$ cat config.mk
export PLATFORM = sky130hd
export DESIGN_NAME = pncr_front
export DESIGN_NICKNAME = d
export VERILOG_FILES = /design/src/rtl/pncr_pkg.sv /design/src/rtl/pncr_front.sv
export SDC_FILE = /design/constraint.sdc
export NUM_CORES = 1
export LEC_CHECK = 0
export BUFFER_PORTS_ARGS = -buffer_cell sky130_fd_sc_hd__buf_2
export CAP_MARGIN = 25
export CORE_MARGIN = 5
export CORE_UTILIZATION = 56
export DETAILED_ROUTE_END_ITERATION = 12
export PLACE_DENSITY = 0.95
export SLEW_MARGIN = 20
export SYNTH_ARGS = -nofsm -noshare
export SYNTH_HDL_FRONTEND = slang
export SYNTH_SLANG_ARGS = --single-unit
$ cat constraint.sdc
create_clock -name clk -period 7.96 [get_ports clk]
set_input_delay 0.398 -clock clk [delete_from_list [all_inputs] [get_ports clk]]
set_output_delay 0.398 -clock clk [all_outputs]
set_load 0.02 [all_outputs]
$ cat src/rtl/pncr_pkg.sv
`timescale 1ns / 1ps

package pncr_pkg;

  localparam int DEF_PALETTE_DEPTH = 256;
  localparam int DEF_CACHE_SETS    = 64;

  localparam int LANES       = 16;
  localparam int LANE_W      = 4;
  localparam int QUEUE_DEPTH = 2;
  localparam int QPTR_W      = 1;
  localparam int SIZE_W      = 9;
  localparam int DIST_W      = 18;

  localparam logic [1:0] OP_PIXEL    = 2'd0;
  localparam logic [1:0] OP_PAL_WR   = 2'd1;
  localparam logic [1:0] OP_ALPHA_WR = 2'd2;

  typedef struct packed {
    logic [1:0] opcode;
    logic [7:0] red;
    logic [7:0] green;
    logic [7:0] blue;
    logic [7:0] alpha;
    logic       start_of_image;
    logic [7:0] table_index;
    logic [7:0] table_alpha_value;
  } in_item_t;

  typedef struct packed {
    logic [7:0] out_red;
    logic [7:0] out_green;
    logic [7:0] out_blue;
    logic [7:0] out_alpha;
    logic [7:0] chosen_index;
  } out_item_t;

  typedef enum logic [1:0] {
    CMD_PIXEL    = 2'd0,
    CMD_PAL_WR   = 2'd1,
    CMD_ALPHA_WR = 2'd2
  } cmd_kind_t;

  typedef struct packed {
    cmd_kind_t  kind;
    logic [7:0] red;
    logic [7:0] green;
    logic [7:0] blue;
    logic [7:0] alpha;
    logic       sof;
    logic [7:0] table_index;
    logic [7:0] table_alpha_value;
  } cmd_t;

  function automatic logic [15:0] chan_sq(input logic [7:0] a, input logic [7:0] b);
    logic [7:0] d;
    d = (a > b) ? (a - b) : (b - a);
    return 16'(d * d);
  endfunction

endpackage

$ cat src/rtl/pncr_front.sv
`timescale 1ns / 1ps

module pncr_front #(
  parameter int PALETTE_DEPTH = pncr_pkg::DEF_PALETTE_DEPTH
) (
  input  logic              clk,
  input  logic              rst,
  input  logic              push,
  output logic              full,
  input  pncr_pkg::in_item_t request,
  output pncr_pkg::cmd_t    head,
  output logic              head_empty,
  input  logic              head_pop
);
  import pncr_pkg::*;

  cmd_t              queue [QUEUE_DEPTH];
  logic [QPTR_W-1:0] wr_ptr;
  logic [QPTR_W-1:0] rd_ptr;
  logic [QPTR_W:0]   count;
  cmd_t              cmd;
  logic              keep;
  logic              enq;

  // Classify: drop unused opcodes and palette writes past the store.
  always_comb begin
    cmd.red               = request.red;
    cmd.green             = request.green;
    cmd.blue              = request.blue;
    cmd.alpha             = request.alpha;
    cmd.sof               = request.start_of_image;
    cmd.table_index       = request.table_index;
    cmd.table_alpha_value = request.table_alpha_value;
    cmd.kind              = CMD_PIXEL;
    keep                  = 1'b0;
    unique case (request.opcode)
      OP_PIXEL: begin
        cmd.kind = CMD_PIXEL;
        keep     = 1'b1;
      end
      OP_PAL_WR: begin
        cmd.kind = CMD_PAL_WR;
        keep     = ({1'b0, request.table_index} < SIZE_W'(PALETTE_DEPTH));
      end
      OP_ALPHA_WR: begin
        cmd.kind = CMD_ALPHA_WR;
        keep     = 1'b1;
      end
      default: keep = 1'b0;
    endcase
  end

  assign full       = (count == (QPTR_W + 1)'(QUEUE_DEPTH));
  assign head_empty = (count == '0);
  assign head       = queue[rd_ptr];
  assign enq        = push && !full && keep;

  always_ff @(posedge clk) begin
    if (rst) begin
      wr_ptr <= '0;
      rd_ptr <= '0;
      count  <= '0;
    end else begin
      if (enq) wr_ptr <= wr_ptr + 1'b1;
      if (head_pop) rd_ptr <= rd_ptr + 1'b1;
      count <= count + (QPTR_W + 1)'(enq) - (QPTR_W + 1)'(head_pop);
    end
  end

  always_ff @(posedge clk) begin
    if (enq) queue[wr_ptr] <= cmd;
  end

endmodule

==> flow_summary.json <==
{
  "status": "completed",
  "synth.area.top_cells": "edfxtp_1 77%, mux2_2 14%, dfxtp_1 2.5%",
  "ant_nets": 0,
  "synth_area_um2": 3960,
  "core_area_um2": 6830,
  "hold_class": "primary input to flip-flop",
  "multiInputGateArea_um2": 746,
  "fin_crit_ns": 2.26,
  "tightest_slew_ns": 0.650,
  "endpoint_kind": "output pin",
  "root_buffer": "clkbuf_8",
  "cp_max_fo": 27,
  "syn_inst": 187,
  "yosysTopAreaCellShare_pct": 77.3,
  "clockBufferDepth": 2,
  "setup_violations": 0,
  "place.gp.congestion": 0.710,
  "fillCellCount": 472,
  "hold_violations": 0,
  "p_leak_nw": 1.78,
  "timing.max_cap.violations": 0,
  "layout-drive-gt1-share_pct": 59.2,
  "yosys_register_bits": 107,
  "crit_chain": "buf_12 > mux2_2 > buf_2",
  "rows": 30,
  "clk_latency_ns": 0.34,
  "powerDensity_nw_per_um2": 247,
  "hold-worst-slack_ns": 0.236,
  "regArea_um2": 3160,
  "die_width_um": 94.1,
  "dp.cells": 387,
  "clock-sinks": 107,
  "stdcell_count": 402,
  "gr-usage-all-layers_pct": 15.5,
  "syn_area_per_cell_um2": 21.2,
  "grt_pass1_wl_um": 10300,
  "h-tree-depth": 3,
  "wl_per_cell_um": 16.6,
  "post_cts_buffers": 0,
  "ys_warn_count": 0,
  "cts_resized": 0,
  "yosys.area.top_type": "edfxtp_1",
  "path_buf_inv": 2,
  "worstPathRequired_ns": 7.56,
  "path_class": "flip-flop to output pin",
  "clk_pin_slew_ns": 0.09,
  "tns_ns": 0,
  "die_y_um": 94.1,
  "finalNetCount": 359,
  "die_area_um2": 8860,
  "io_buffers": 107,
  "crit_arrival_ns": 1.86,
  "first_iter_violations": 83,
  "cp_top_family": "flip-flops",
  "rsz0062_at_grt": "false",
  "first_pass_iters": 4,
  "drc": 0,
  "ys_seq_area_share_pct": 79.8,
  "viasPerCell": 5.03,
  "antenna_cells": 0,
  "skew_ns": 0.00729,
  "ctsHoldBuffers": 0,
  "cts_tree": "yes",
  "slowest_delay_ns": 0.72,
  "drv_slew": 0,
  "post-route-period-util_pct": 28.4,
  "routed_wirelength_um": 6660,
  "power.total_mw": 1.18,
  "area_growth_pct": 20.9,
  "ys_types": 17,
  "vias": 2024,
  "fmax_mhz": 442,
  "cp-start-kind": "flip-flop",
  "cts_buffers": 9,
  "grt_max_degree": 31,
  "cpMaxStageDelayCell": "dfxtp_2",
  "io_pins": 108,
  "antenna_found_initial": 0,
  "synth_nets": 244,
  "gr-total-overflow": 0,
  "initial_core_util_pct": 58.0,
  "vdd_ir_drop_max_mv": 0.136,
  "grt_pass1_vias": 2163,
  "dp_hpwl_um": 4590,
  "relSlewSlack_pct": 56.6
}
-- metal layers --
layer	share of wire, %	vias to the layer above	global-route usage [%]	routed length, um
met5	0	-	0	0
met4	1.6	0	7.82	105
met3	5.7	10	3.29	382
met2	52	64	26.6	3500
met1	40	999	18.3	2670
li1	-	951	-	-
-- synth_stat cells --
master / count
edfxtp_1: 102
mux2_2: 51
nor2_1: 8
buf_6: 5
dfxtp_1: 5
nor2b_1: 3
ha_1: 2
inv_1: 2
and2_2: 1
buf_2: 1
mux2_4: 1
nand2_1: 1
nand3b_4: 1
nor2b_4: 1
nor3_1: 1
xnor2_1: 1
xor2_1: 1
-- sequential cells by signal, indices dropped and copies added, names as in the netlist, named ones only --
name,count
queue,102
count,2
rd_ptr,1
wr_ptr,1
-- placed cells by master, fill, tap and decap left out --
| cell | count |
|---|---|
| buf_2 | 107 |
| edfxtp_1 | 102 |
| mux2_2 | 51 |
| clkbuf_8 | 9 |
| nor2_1 | 6 |
| dfxtp_1 | 4 |
| nor2b_1 | 3 |
| clkinvlp_4 | 3 |
| inv_1 | 2 |
| nor2_4 | 2 |
| ha_1 | 2 |
| clkbuf_1 | 2 |
| buf_4 | 2 |
| nor2b_4 | 1 |
| nand2_1 | 1 |
| nand3b_4 | 1 |
| xnor2_1 | 1 |
| mux2_4 | 1 |
| xor2_1 | 1 |
| and2_2 | 1 |
| nor3_1 | 1 |
| dfxtp_2 | 1 |
| bufinv_16 | 1 |
| buf_12 | 1 |
-- cell type report --
cell class	count	share of cell area [%]
flip-flops and latches	107	66.0
well taps	96	2.51
clock inverters	4	1.10
multi-input cells	72	15.6
inverters	2	0.157
repair buffers	110	11.9
clock buffers	11	2.74
-- logic make-up after synthesis --
group / Yosys count / share of synthesized area [%]
xor+xnor: 2 / 0.442
fa+ha+maj: 2 / 0.631
buf+inv: 8 / 1.74
flops: 107 / 79.8
mux: 52 / 14.9
simple gates: 16 / 2.49
-- final timing paths --
check,to,start,slack (ns),cells after the start
max reg2reg,queue[1][26],count[1],5.90,4
min reg2reg,rd_ptr,rd_ptr,0.55,2
min,queue[1][2],request[2],0.24,1
max,head[10],flip-flop,5.70,3
-- per-stage QoR --
stage / setup WS, ns / cell area, um2 / util [%]
final: 5.70 / 4790 / 70.1
after global routing: 5.59 / 4790 / 70.1
after CTS: 5.65 / 4790 / 70.1
after detailed placement: 5.78 / 4610 / 67.5
after global placement: 5.84 / 4590 / 67.2
after floorplan: 4.72 / 3960 / -
-- report_power, final --
group          total (mW)  internal (mW)  switching, mW
combinational       0.190         0.0784          0.112
sequential          0.685          0.668         0.0168
clock               0.309          0.144          0.165
total                1.18          0.890          0.294
(Power assumes the default switching activity.)
